`src/rtl/core/oft_pkg.sv`:
```
// ----------------------------------------------------------------------------
// oft_pkg: option file tokenizer shared types
// Request structs, scanner state and character codes.
// ----------------------------------------------------------------------------
package oft_pkg;

	localparam int RBUF_DEPTH = 4;
	localparam int RBUF_AW    = $clog2(RBUF_DEPTH);
	localparam int MAX_RES    = 3;
	localparam int RES_NW     = $clog2(MAX_RES + 1);

	localparam logic [7:0] CH_NL    = 8'h0A;
	localparam logic [7:0] CH_SP    = 8'h20;
	localparam logic [7:0] CH_TAB   = 8'h09;
	localparam logic [7:0] CH_CR    = 8'h0D;
	localparam logic [7:0] CH_SLASH = 8'h2F;
	localparam logic [7:0] CH_STAR  = 8'h2A;
	localparam logic [7:0] CH_QUOTE = 8'h22;
	localparam logic [7:0] CH_BSL   = 8'h5C;

	localparam logic [1:0] KIND_VAR = 2'd0;
	localparam logic [1:0] KIND_VAL = 2'd1;
	localparam logic [1:0] KIND_EOI = 2'd2;

	typedef enum logic [2:0] {
		MODE_IDLE  = 3'd0,
		MODE_WORD  = 3'd1,
		MODE_QUOTE = 3'd2,
		MODE_BLOCK = 3'd3,
		MODE_LINE  = 3'd4
	} mode_t;

	typedef struct packed {
		logic [7:0] ch;
		logic       end_of_input;
	} chr_t;

	typedef struct packed {
		logic [1:0] kind;
		logic [7:0] token_byte;
		logic       byte_valid;
		logic       token_end;
	} tok_t;

	typedef struct packed {
		mode_t scan_mode;
		logic  expect_variable;
		logic  token_kind;
		logic  token_open;
		logic  slash_pending;
		logic  prev_backslash;
		logic  star_seen;
	} scan_t;

	localparam scan_t SCAN_RESET = '{
		scan_mode:       MODE_IDLE,
		expect_variable: 1'b1,
		token_kind:      1'b0,
		token_open:      1'b0,
		slash_pending:   1'b0,
		prev_backslash:  1'b0,
		star_seen:       1'b0
	};

endpackage

```
`src/rtl/core/oft_step.sv`:
```
// ----------------------------------------------------------------------------
// oft_step: scanner next-state logic
// Given the scanner state and one character request, produces the next
// state and up to three token requests.
// ----------------------------------------------------------------------------
module oft_step (
	input  oft_pkg::scan_t              cur,
	input  oft_pkg::chr_t               chr,
	output oft_pkg::scan_t              nxt,
	output oft_pkg::tok_t               res [oft_pkg::MAX_RES],
	output logic [oft_pkg::RES_NW-1:0]  res_n
);
	import oft_pkg::*;

	function automatic tok_t mk(input logic [1:0] k, input logic [7:0] b,
	                            input logic v, input logic e);
		tok_t t;
		t.kind       = k;
		t.token_byte = b;
		t.byte_valid = v;
		t.token_end  = e;
		return t;
	endfunction

	function automatic logic [1:0] kcode(input logic tk);
		return tk ? KIND_VAL : KIND_VAR;
	endfunction

	function automatic logic is_space(input logic [7:0] c);
		return (c == CH_SP) || (c >= CH_TAB && c <= CH_CR);
	endfunction

	logic [7:0] c;
	logic       do_word;

	always_comb begin
		c       = chr.ch;
		nxt     = cur;
		do_word = 1'b0;
		res_n   = '0;
		for (int i = 0; i < MAX_RES; i++) begin
			res[i] = '0;
		end

		if (chr.end_of_input) begin
			if (cur.slash_pending) begin
				if (!nxt.token_open) begin
					nxt.token_kind      = !nxt.expect_variable;
					nxt.expect_variable = 1'b0;
					nxt.token_open      = 1'b1;
				end
				res[res_n[1:0]] = mk(kcode(nxt.token_kind), CH_SLASH, 1'b1, 1'b0);
				res_n = res_n + RES_NW'(1);
			end
			if (nxt.token_open) begin
				res[res_n[1:0]] = mk(kcode(nxt.token_kind), 8'h00, 1'b0, 1'b1);
				res_n = res_n + RES_NW'(1);
			end
			res[res_n[1:0]] = mk(KIND_EOI, 8'h00, 1'b0, 1'b0);
			res_n = res_n + RES_NW'(1);
			nxt = SCAN_RESET;
		end else if (cur.slash_pending) begin
			nxt.slash_pending = 1'b0;
			if (c == CH_STAR || c == CH_SLASH) begin
				if (nxt.token_open) begin
					res[res_n[1:0]] = mk(kcode(nxt.token_kind), 8'h00, 1'b0, 1'b1);
					res_n = res_n + RES_NW'(1);
					nxt.token_open     = 1'b0;
					nxt.prev_backslash = 1'b0;
				end
				nxt.scan_mode = (c == CH_STAR) ? MODE_BLOCK : MODE_LINE;
				nxt.star_seen = 1'b0;
			end else begin
				if (!nxt.token_open) begin
					nxt.token_kind      = !nxt.expect_variable;
					nxt.expect_variable = 1'b0;
					nxt.token_open      = 1'b1;
					nxt.scan_mode       = MODE_WORD;
					nxt.prev_backslash  = 1'b0;
				end
				res[res_n[1:0]] = mk(kcode(nxt.token_kind), CH_SLASH, 1'b1, 1'b0);
				res_n = res_n + RES_NW'(1);
				do_word = 1'b1;
			end
		end else begin
			unique case (cur.scan_mode)
				MODE_WORD: begin
					do_word = 1'b1;
				end
				MODE_QUOTE: begin
					if (cur.prev_backslash) begin
						nxt.prev_backslash = 1'b0;
						res[res_n[1:0]] = mk(kcode(nxt.token_kind), c, 1'b1, 1'b0);
						res_n = res_n + RES_NW'(1);
					end else if (c == CH_BSL) begin
						nxt.prev_backslash = 1'b1;
					end else if (c == CH_QUOTE) begin
						res[res_n[1:0]] = mk(kcode(nxt.token_kind), 8'h00, 1'b0, 1'b1);
						res_n = res_n + RES_NW'(1);
						nxt.token_open     = 1'b0;
						nxt.scan_mode      = MODE_IDLE;
						nxt.prev_backslash = 1'b0;
					end else begin
						res[res_n[1:0]] = mk(kcode(nxt.token_kind), c, 1'b1, 1'b0);
						res_n = res_n + RES_NW'(1);
					end
				end
				MODE_BLOCK: begin
					if (cur.star_seen && c == CH_SLASH) begin
						nxt.scan_mode = MODE_IDLE;
						nxt.star_seen = 1'b0;
					end else begin
						nxt.star_seen = (c == CH_STAR);
					end
				end
				MODE_LINE: begin
					if (c == CH_NL) begin
						nxt.scan_mode       = MODE_IDLE;
						nxt.expect_variable = 1'b1;
					end
				end
				default: begin
					nxt.scan_mode = MODE_IDLE;
					if (is_space(c)) begin
						if (c == CH_NL) begin
							nxt.expect_variable = 1'b1;
						end
					end else if (c == CH_SLASH) begin
						nxt.slash_pending = 1'b1;
					end else begin
						nxt.token_kind      = !nxt.expect_variable;
						nxt.expect_variable = 1'b0;
						nxt.token_open      = 1'b1;
						nxt.prev_backslash  = 1'b0;
						if (c == CH_QUOTE) begin
							nxt.scan_mode = MODE_QUOTE;
						end else begin
							nxt.scan_mode = MODE_WORD;
							res[res_n[1:0]] = mk(kcode(nxt.token_kind), c, 1'b1, 1'b0);
							res_n = res_n + RES_NW'(1);
						end
					end
				end
			endcase
		end

		// character inside a word with no slash held
		if (do_word) begin
			if (is_space(c)) begin
				if (c == CH_NL && nxt.token_kind) begin
					nxt.expect_variable = 1'b1;
				end
				res[res_n[1:0]] = mk(kcode(nxt.token_kind), 8'h00, 1'b0, 1'b1);
				res_n = res_n + RES_NW'(1);
				nxt.token_open     = 1'b0;
				nxt.scan_mode      = MODE_IDLE;
				nxt.prev_backslash = 1'b0;
			end else if (c == CH_SLASH) begin
				nxt.slash_pending = 1'b1;
			end else begin
				res[res_n[1:0]] = mk(kcode(nxt.token_kind), c, 1'b1, 1'b0);
				res_n = res_n + RES_NW'(1);
			end
		end
	end

endmodule

```
`src/rtl/core/oft_rbuf.sv`:
```
// ----------------------------------------------------------------------------
// oft_rbuf: token request buffer
// Small register FIFO taking up to three requests per cycle when there is
// room and delivering one per cycle on the output channel unless stalled.
// ----------------------------------------------------------------------------
module oft_rbuf (
	input  logic                        clk,
	input  logic                        arst_n,
	input  logic                        wr_req,
	input  logic [oft_pkg::RES_NW-1:0]  wr_n,
	input  oft_pkg::tok_t               wr_data [oft_pkg::MAX_RES],
	output logic                        wr_ok,
	output logic                        valid,
	input  logic                        stall,
	output oft_pkg::tok_t               tok
);
	import oft_pkg::*;

	tok_t               mem_q [RBUF_DEPTH];
	logic [RBUF_AW-1:0] head_q;
	logic [RBUF_AW-1:0] tail_q;
	logic [RBUF_AW:0]   cnt_q;
	logic [RBUF_AW+1:0] free;
	logic               pop;
	logic               wr;

	assign valid = (cnt_q != '0);
	assign tok   = mem_q[head_q];
	assign pop   = valid && !stall;
	assign free  = (RBUF_AW+2)'(RBUF_DEPTH) - {1'b0, cnt_q} + {{(RBUF_AW+1){1'b0}}, pop};
	assign wr_ok = ((RBUF_AW+2)'(wr_n) <= free);
	assign wr    = wr_req && wr_ok;

	always_ff @(posedge clk) begin
		if (wr) begin
			for (int i = 0; i < MAX_RES; i++) begin
				if (RES_NW'(i) < wr_n) begin
					mem_q[tail_q + RBUF_AW'(i)] <= wr_data[i];
				end
			end
		end
	end

	always_ff @(posedge clk or negedge arst_n) begin
		if (!arst_n) begin
			head_q <= '0;
			tail_q <= '0;
			cnt_q  <= '0;
		end else begin
			if (pop) begin
				head_q <= head_q + RBUF_AW'(1);
			end
			if (wr) begin
				tail_q <= tail_q + RBUF_AW'(wr_n);
			end
			cnt_q <= cnt_q + (wr ? (RBUF_AW+1)'(wr_n) : '0) - (RBUF_AW+1)'(pop);
		end
	end

endmodule

```
`src/rtl/core/option_file_tokenizer_unit.sv`:
```
// ----------------------------------------------------------------------------
// option_file_tokenizer_unit: streaming option file tokenizer
// Skips whitespace and comments and streams token bytes tagged as
// variable or value, with end markers and an end-of-input request.
//
//   channel  dir  payload  handshake
//   chr      in   chr_t    chr_valid / chr_stall
//   tok      out  tok_t    tok_valid / tok_stall
//
// A character is registered in chr_s1, scanned from there, and its token
// requests (zero to three) land in a four-entry output FIFO. One character
// per clock is taken while each yields at most one request and tok is not
// stalled; tok moves one request per clock unless stalled, so items that
// yield more can fill the FIFO and stall chr. arst_n returns the scanner to
// between-tokens with a variable expected and empties the FIFO.
// ----------------------------------------------------------------------------
module option_file_tokenizer_unit (
	input  logic           clk,
	input  logic           arst_n,
	input  logic           chr_valid,
	output logic           chr_stall,
	input  oft_pkg::chr_t  chr,
	output logic           tok_valid,
	input  logic           tok_stall,
	output oft_pkg::tok_t  tok
);
	import oft_pkg::*;

	chr_t              chr_s1;
	logic              vld_s1;
	scan_t             scan_q;
	scan_t             scan_nxt;
	tok_t              res [MAX_RES];
	logic [RES_NW-1:0] res_n;
	logic              wr_ok;
	logic              proc;

	assign proc      = vld_s1 && wr_ok;
	assign chr_stall = vld_s1 && !wr_ok;

	always_ff @(posedge clk) begin
		if (!chr_stall && chr_valid) begin
			chr_s1 <= chr;
		end
	end

	always_ff @(posedge clk or negedge arst_n) begin
		if (!arst_n) begin
			vld_s1 <= 1'b0;
			scan_q <= SCAN_RESET;
		end else begin
			if (!chr_stall) begin
				vld_s1 <= chr_valid;
			end
			if (proc) begin
				scan_q <= scan_nxt;
			end
		end
	end

	oft_step u_step (
		.cur   (scan_q),
		.chr   (chr_s1),
		.nxt   (scan_nxt),
		.res   (res),
		.res_n (res_n)
	);

	oft_rbuf u_rbuf (
		.clk     (clk),
		.arst_n  (arst_n),
		.wr_req  (vld_s1),
		.wr_n    (res_n),
		.wr_data (res),
		.wr_ok   (wr_ok),
		.valid   (tok_valid),
		.stall   (tok_stall),
		.tok     (tok)
	);

endmodule

```
`config.mk`:
```
export PLATFORM = sky130hd
export DESIGN_NAME = option_file_tokenizer_unit
export DESIGN_NICKNAME = d
export VERILOG_FILES = /design/src/rtl/core/oft_pkg.sv /design/src/rtl/core/oft_step.sv /design/src/rtl/core/oft_rbuf.sv /design/src/rtl/core/option_file_tokenizer_unit.sv
export SDC_FILE = /design/constraint.sdc
export NUM_CORES = 1
export LEC_CHECK = 0
export BUFFER_PORTS_ARGS = -buffer_cell sky130_fd_sc_hd__buf_2
export CORE_ASPECT_RATIO = 0.7
export CORE_UTILIZATION = 45
export CTS_BUF_LIST = sky130_fd_sc_hd__clkbuf_4 sky130_fd_sc_hd__clkbuf_8
export DETAILED_ROUTE_END_ITERATION = 8
export PLACE_DENSITY = 0.61
export REMOVE_ABC_BUFFERS = 1
export SETUP_SLACK_MARGIN = 0.15
export SLEW_MARGIN = 20
export SYNTH_ARGS = -nofsm -noshare
export SYNTH_HDL_FRONTEND = slang
export SYNTH_HIERARCHICAL = 1
export SYNTH_SLANG_ARGS = --single-unit
```
`constraint.sdc`:
```
create_clock -name clk -period 6.15 [get_ports clk]
set_input_delay 0.9225 -clock clk [delete_from_list [all_inputs] [get_ports clk]]
set_output_delay 0.9225 -clock clk [all_outputs]
set_load 0.05 [all_outputs]
```
==> reports/results.txt, run 1 <==
r2r setup slk: 0.83 ns
fmax: 181 MHz
CP required: 5.23 ns
dpl hpwl: 11400 µm
die height: 96.4 µm
Final Core Density: 0.490
Post-DRT Antenna Nets: 0
RSZ-0062 raised after global routing: false
Initial Utilization: 0.462
Port-buffer cells: 26
TritonCTS clock tree: built
reg2reg end: u_rbuf/mem_q[1][4]
Avg Inst Size Synth: 9.41 µm²
status: complete, no violations
first-pass GRT wire length: 26400 µm
Final Max Slew Viols: 0
Worst Skew: 0.0111 ns
Post-Syn Area: 5730 µm²
top post-synthesis cells by count: nand2_1 (73), edfxtp_1 (57), a21oi_1 (44)
die area: 13200 µm²
share of the yosys chip area belonging to registers: 0.373
routed len/inst: 21.5 µm
Clock Latency Late Sink: 0.36 ns
Top FF cell, synth: edfxtp_1
Async S/R FF share, synth: 0.230
largest stage delay on the critical path: 0.73 ns
Worst-Margin Slew: 0.949 ns
drc violations: 0
largest net degree at the start of global routing: 73
Critical Path Most Common Cell: ha_1
CP startpoint kind: register
final wirelength: 16700 µm
Seq cells post-synth: 74
Tot GR Track Use: 0.269
CP max stage cell: or4b_1
initial antenna violation count: 0
drt first pass iters: 5
top cell type's share of synthesized area: 0.299
vias in the first global route: 4754
endpoints failing setup: 0
Final #Nets: 631
Root Driver: clkbuf_8
RD Place Congestion: 0.924
Hold Buf Count CTS: 0
CTS clk-pin slew, worst paths: 0.09 ns
FF-to-FF path depth: 15
fin crit period: 5.53 ns
hold crit path type: input pin to async pin
via count: 5010
clock sinks: 74
vias per cell: 6.48
core area: 12400 µm²
Power Density: 559 nW/µm²
Tcrit/Tclk final: 0.900
Max VDD drop: 0.383 mV
critical path's top delay family: simple AND/OR/NAND/NOR gates
H-tree depth: 3
Cells after Synth: 609
Max clock buf depth: 2
layout cells sized above 1: 0.160
number of I/O pins: 27
Area after DPL: 5920 µm²
Num CTS Buffers: 9
CP endpoint kind: output pin
Site Rows: 34
Post-synth EDFFs: 57
die width: 137 µm
YS warnings: 6
CP Max Fanout: 13
n_diodes: 0
count of different cell masters after synthesis: 77
Max transition margin: 0.367
Leakage Power: 2.32 nW
Synth area leader: edfxtp_1
crit path DAT: 4.61 ns
Layout area overhead: 6.26%
Post-Layout Inst Area: 6090 µm²
# resized after CTS: 0
CP bufs+invs: 5
top-count cell post-synth: nand2_1
Reg-to-Reg Start: chr_s1[7]
Max-Cap Viols: 0
Area contributors post-synth: edfxtp_1 (30%), dfrtp_1 (7.0%), nand2_1 (4.8%)
Setup Crit Path Kind: register to output pin
Fin. Hold Viols: 0
Post-CTS Setup Inserts: 0
DRT iter0 DRCs: 579
crit-path cells: or4b_1 -> or3_1 -> or4_4 -> o311ai_4 -> inv_2 -> ha_1 -> o21ai_0 -> buf_4 -> ha_1 -> nor2b_1 -> o221a_2 -> inv_4 -> nand2b_1 -> inv_1 -> buf_2
grt total ovfl: 0
[through the flow]
stage	setup TNS (ns)	hold slack [ns]	setup slack, ns	total power, mW	instances
floorplan	-7.38	0.474	-0.694	2.45	554
global placement	0	0.509	1.05	2.99	757
detailed placement	0	0.530	0.927	3.04	757
CTS	0	0.475	0.623	3.40	773
global route	0	0.482	0.436	3.63	773
finish	0	0.470	0.615	3.40	773
[routing by layer]
layer,share of wire,vias up,GRT usage
met1,0.47,2414,0.391
met3,0.088,24,0.0631
met4,0.011,0,0.0705
met2,0.43,273,0.401
li1,-,2299,-
met5,0,-,0
[layout make-up]
class	count	area, µm²
clock buffers	10	131
clock inverters	6	42.5
fillers	1153	6330
inverters	23	88.8
multi-input cells	457	3250
flip-flops and latches	74	2140
well taps	162	203
repair buffers	41	243
[layout by cell type (no fill, tap or decap), types with 12 or more instances in the layout]
master,n
nor3_1,13
and2_1,17
nor2_1,16
edfxtp_1,57
nand2_1,73
buf_2,26
inv_1,21
a21boi_1,24
a21o_1,27
o22a_1,24
nand3_1,14
mux4_2,12
dfrtp_1,16
a2bb2oi_1,24
buf_4,15
a21oi_1,44
o21ai_0,35
[cells by family after synthesis]
group | after synthesis | share of synthesized area
fa+ha+maj | 12 | 0.0275
buf+inv | 78 | 0.0635
compound gates | 221 | 0.277
flops | 74 | 0.373
mux | 23 | 0.0692
simple gates | 192 | 0.176
xor+xnor | 9 | 0.0137
[how the worst max path moves through the flow]
stage / from / end / slack, ns / cells after the start
floorplan: chr_s1[7] / chr_stall / -0.69 / 13
global placement: chr_s1[7] / u_rbuf/cnt_q[2] / 1.05 / 20
detailed placement: chr_s1[7] / u_rbuf/mem_q[1][4] / 0.93 / 15
CTS: chr_s1[7] / chr_stall / 0.62 / 15
global route: chr_s1[7] / chr_stall / 0.44 / 15
finish: chr_s1[7] / chr_stall / 0.62 / 15
[power breakdown]
group / internal [mW] / total, mW / switching [mW] / leakage [nW]
Clock: 0.152 / 0.348 / 0.196 / 0.0877
Sequential: 0.855 / 1.06 / 0.203 / 0.751
Combinational: 0.705 / 2.00 / 1.29 / 1.48
Total: 1.71 / 3.40 / 1.69 / 2.32
[state kept, by name (all words and copies together), names as in the netlist]
register / flops
u_rbuf/mem_q: 48
chr_s1: 9
scan_q: 9
u_rbuf/cnt_q: 3
u_rbuf/head_q: 2
u_rbuf/tail_q: 2
vld_s1: 1
Power figures use the tool's default switching activity.
==> inputs of run 2 (changes only) <==
--- a/config.mk
+++ b/config.mk
@@ -6,9 +6,9 @@
 export NUM_CORES = 1
 export LEC_CHECK = 0
 export BUFFER_PORTS_ARGS = -buffer_cell sky130_fd_sc_hd__buf_2
+export CAP_MARGIN = 20
 export CORE_ASPECT_RATIO = 0.7
 export CORE_UTILIZATION = 45
-export CTS_BUF_LIST = sky130_fd_sc_hd__clkbuf_4 sky130_fd_sc_hd__clkbuf_8
 export DETAILED_ROUTE_END_ITERATION = 8
 export PLACE_DENSITY = 0.61
 export REMOVE_ABC_BUFFERS = 1
==> reports/results.txt, run 2 (synthesis results as in run 1) <==
die width: 137 µm
vias per cell: 6.54
dpl hpwl: 11400 µm
Final Core Density: 0.498
Power Density: 574 nW/µm²
clock sinks: 74
Fin. Hold Viols: 0
Tcrit/Tclk final: 0.897
Initial Utilization: 0.462
routed len/inst: 21.6 µm
Post-DRT Antenna Nets: 0
Setup Crit Path Kind: register to output pin
RD Place Congestion: 0.924
final wirelength: 16700 µm
Final TNS setup: 0 ns
DRT iter0 DRCs: 502
Root Driver: clkbuf_16
Layout area overhead: 7.97%
most frequent cells in the layout: nand2_1 (73), edfxtp_1 (57), a21oi_1 (44)
H-tree depth: 3
crit path DAT: 4.59 ns
largest net degree at the start of global routing: 73
Hold Buf Count CTS: 0
PnR Total Power: 3.55 mW
Leakage Power: 2.36 nW
most flop-heavy register: u_rbuf/mem_q
most common cell after layout, fill and taps aside: nand2_1
vias in the first global route: 4748
Max transition margin: 0.376
worst hold margin: 0.494 ns
initial antenna violation count: 0
Max clock buf depth: 2
hold crit path type: input pin to async pin
Reg-to-Reg Start: chr_s1[7]
FF-to-FF path depth: 15
Area after DPL: 5920 µm²
reg2reg end: u_rbuf/mem_q[1][4]
endpoints failing setup: 0
CTS clk-pin slew, worst paths: 0.06 ns
drt first pass iters: 5
n_diodes: 0
TritonCTS clock tree: built
Max-Cap Viols: 0
Post-Place Cells: 757
Final Max Slew Viols: 0
Port-buffer cells: 26
CP endpoint kind: output pin
layout cells sized above 1: 0.159
Site Rows: 34
status: complete, no violations
Post-CTS Setup Inserts: 0
RSZ-0062 raised after global routing: false
Worst Skew: 0.00802 ns
r2r setup slk: 0.82 ns
Setup WS pre-CTS: 0.927 ns
fmax: 181 MHz
die height: 96.4 µm
drc violations: 0
Max VDD drop: 0.385 mV
max reg flops: 48
fin crit period: 5.51 ns
Clock Latency Late Sink: 0.34 ns
via count: 5056
final worst slack: 0.635 ns
# resized after CTS: 0
die area: 13200 µm²
first-pass GRT wire length: 26400 µm
biggest regs: u_rbuf/mem_q: 48 flops, chr_s1: 9 flops, scan_q: 9 flops
grt total ovfl: 0
CP required: 5.23 ns
core area: 12400 µm²
CP startpoint kind: register
Worst-Margin Slew: 0.936 ns
Post-Layout Inst Area: 6190 µm²
number of I/O pins: 27
Final #Nets: 631
Num CTS Buffers: 9
CP Max Fanout: 13
Non-Filler Instances: 773
Tot GR Track Use: 0.269
run 2: cell counts in the layout (fill, tap and decap cells not counted):
No cell type changed its count.
run 2: worst max path at each step:
| stage | from | endpoint |
|---|---|---|
| after floorplan | chr_s1[7] | chr_stall |
| after global placement | chr_s1[7] | u_rbuf/cnt_q[2] |
| after detailed placement | chr_s1[7] | u_rbuf/mem_q[1][4] |
| after CTS | chr_s1[7] | chr_stall |
| after global routing | chr_s1[7] | chr_stall |
| final | chr_s1[7] | chr_stall |
run 2: metal layers:
metal  vias up  wire, µm  track usage
met5         -         0            0
met4         0       165       0.0760
met2       294      7260        0.401
li1       2295         -            -
met1      2451      7690        0.393
met3        16      1580       0.0579
run 2: cell type report:
class	count	area [µm²]
clock inverter	6	42.5
timing repair buffer	41	243
fill	1141	6230
sequential	74	2140
inverter	23	88.8
multi-input combinational	457	3250
clock buffer	10	229
tap	162	203
run 2: critical path, cell delays in order (launching register included):
cell,delay [ns]
edfxtp_1,0.47
or4b_1,0.73
or3_1,0.56
or4_4,0.48
o311ai_4,0.12
inv_2,0.06
ha_1,0.30
o21ai_0,0.18
buf_4,0.21
ha_1,0.26
nor2b_1,0.14
o221a_2,0.27
inv_4,0.08
nand2b_1,0.14
inv_1,0.05
buf_2,0.20
run 2: where the power goes:
| part | leakage, nW | internal, mW | switching [mW] |
|---|---|---|---|
| combinational | 1.48 | 0.705 | 1.30 |
| clock | 0.130 | 0.274 | 0.216 |
| sequential | 0.751 | 0.857 | 0.203 |
==> inputs of run 3 (changes only) <==
--- a/config.mk
+++ b/config.mk
@@ -10,6 +10,7 @@
 export CORE_ASPECT_RATIO = 0.7
 export CORE_UTILIZATION = 45
 export DETAILED_ROUTE_END_ITERATION = 8
+export GPL_TIMING_DRIVEN = 0
 export PLACE_DENSITY = 0.61
 export REMOVE_ABC_BUFFERS = 1
 export SETUP_SLACK_MARGIN = 0.15
==> reports/results.txt, run 3 (synthesis results as in run 1) <==
Clock Latency Late Sink: 0.34 ns
clock sinks: 74
crit path DAT: 4.96 ns
Max transition margin: 0.279
drc violations: 0
Max clock buf depth: 2
Final TNS setup: 0 ns
CP Max Fanout: 35
FF-to-FF path depth: 19
Final Max Slew Viols: 0
Max-Cap Viols: 0
H-tree depth: 3
PnR Total Power: 3.72 mW
r2r setup slk: 0.60 ns
most frequent cells in the layout: nand2_1 (73), edfxtp_1 (57), a21oi_1 (43)
Reg-to-Reg Start: chr_s1[7]
die area: 13200 µm²
Post-DRT Antenna Nets: 0
biggest regs: u_rbuf/mem_q: 48 flops, chr_s1: 9 flops, scan_q: 9 flops
P_sw: 1.81 mW
largest net degree at the start of global routing: 37
TritonCTS clock tree: built
Site Rows: 34
fmax: 170 MHz
Power Density: 593 nW/µm²
Comb power frac: 0.577
Initial Utilization: 0.462
hold crit path type: input pin to async pin
number of I/O pins: 27
vias in the first global route: 4895
most common cell after layout, fill and taps aside: nand2_1
routed len/inst: 22.1 µm
Root Driver: clkbuf_16
Worst-Margin Slew: 1.08 ns
Tot GR Track Use: 0.276
Non-Filler Instances: 769
max reg flops: 48
vias per cell: 6.62
n_diodes: 0
via count: 5090
status: complete, no violations
drt first pass iters: 5
fin crit period: 5.88 ns
internal power: 1.91 mW
dpl hpwl: 10900 µm
Post-Place Cells: 745
endpoints failing setup: 0
Fin. Hold Viols: 0
CTS clk-pin slew, worst paths: 0.06 ns
Post-Layout Inst Area: 6270 µm²
Worst Skew: 0.0104 ns
Setup Crit Path Kind: register to output pin
Hold Buf Count CTS: 0
Layout area overhead: 9.38%
final wirelength: 17000 µm
Tcrit/Tclk final: 0.956
switching portion of total power: 0.486
CP endpoint kind: output pin
clock power share: 0.139
Area after DPL: 5860 µm²
layout cells sized above 1: 0.171
first-pass GRT wire length: 27200 µm
initial antenna violation count: 0
CP required: 5.23 ns
die width: 137 µm
RD Place Congestion: 0.925
Port-buffer cells: 26
Final #Nets: 627
die height: 96.4 µm
CP startpoint kind: register
most flop-heavy register: u_rbuf/mem_q
Leakage Power: 2.38 nW
core area: 12400 µm²
grt total ovfl: 0
Max VDD drop: 0.349 mV
Seq pwr share: 0.284
reg2reg end: u_rbuf/cnt_q[2]
RSZ-0062 raised after global routing: false
Num CTS Buffers: 9
DRT iter0 DRCs: 605
-- run 3: per-layer routing --
layer | vias to the layer above | track usage | part of all wire
li1 | 2296 | - | -
met1 | 2479 | 0.400 | 0.47
met2 | 264 | 0.398 | 0.43
met3 | 51 | 0.0574 | 0.085
met4 | 0 | 0.114 | 0.022
met5 | - | 0 | 0
-- run 3: worst max-delay path by stage --
| stage | to | slack (ns) | cells after the start | from |
|---|---|---|---|---|
| 3_5_place_dp | chr_stall | -0.36 | 14 | chr_s1[7] |
| 2_1_floorplan | chr_stall | -0.69 | 13 | chr_s1[7] |
| 5_1_grt | chr_stall | 0.15 | 13 | scan_q[8] |
| 3_3_place_gp | u_rbuf/mem_q[2][7] | -2.64 | 11 | chr_s1[7] |
| 4_1_cts | chr_stall | 0.22 | 14 | chr_s1[7] |
| 6_report | chr_stall | 0.27 | 13 | scan_q[8] |
-- run 3: critical path, cell delays in order (launching register included) --
cell      delay (ns)
dfrtp_1         0.48
or3_1           0.42
and2_1          0.21
nor4_1          0.91
o311ai_4        0.25
xnor2_2         0.53
inv_1           0.10
ha_1            0.22
nor2b_2         0.32
o221a_4         0.37
inv_4           0.20
nand2b_1        0.23
inv_1           0.07
buf_2           0.25
-- run 3: layout make-up --
| type | instances | area (µm²) |
|---|---|---|
| clock buffer | 10 | 229 |
| tap | 162 | 203 |
| fill | 1153 | 6150 |
| sequential | 74 | 2140 |
| multi-input combinational | 459 | 3360 |
| timing repair buffer | 35 | 198 |
| inverter | 23 | 88.8 |
| clock inverter | 6 | 57.6 |
-- run 3: repair_timing --
item / 4_1_cts / 5_1_grt
cloned: 2 / 0
setup endpoints to repair: 40 / 2
setup buffers: 0 / 6
resized for setup: 8 / 3
endpoints found under the hold margin: 0 / 0
pin swaps: 1 / 1
-- run 3: stage by stage --
stage | utilization | hold slack (ns) | setup WS (ns)
after global routing | 0.505 | 0.532 | 0.154
after CTS | 0.500 | 0.512 | 0.219
after detailed placement | 0.472 | 0.538 | -0.362
after floorplan | - | 0.474 | -0.694
after global placement | 0.466 | 0.500 | -2.64
final | 0.505 | 0.494 | 0.268
-- run 3: power by group through the flow --
stage	sequential [mW]	clock, mW	combinational (mW)
floorplan	0.989	0	1.46
global placement	1.05	0	1.84
detailed placement	1.07	0	1.94
CTS	1.06	0.525	2.06
global route	1.10	0.548	2.30
finish	1.06	0.517	2.15
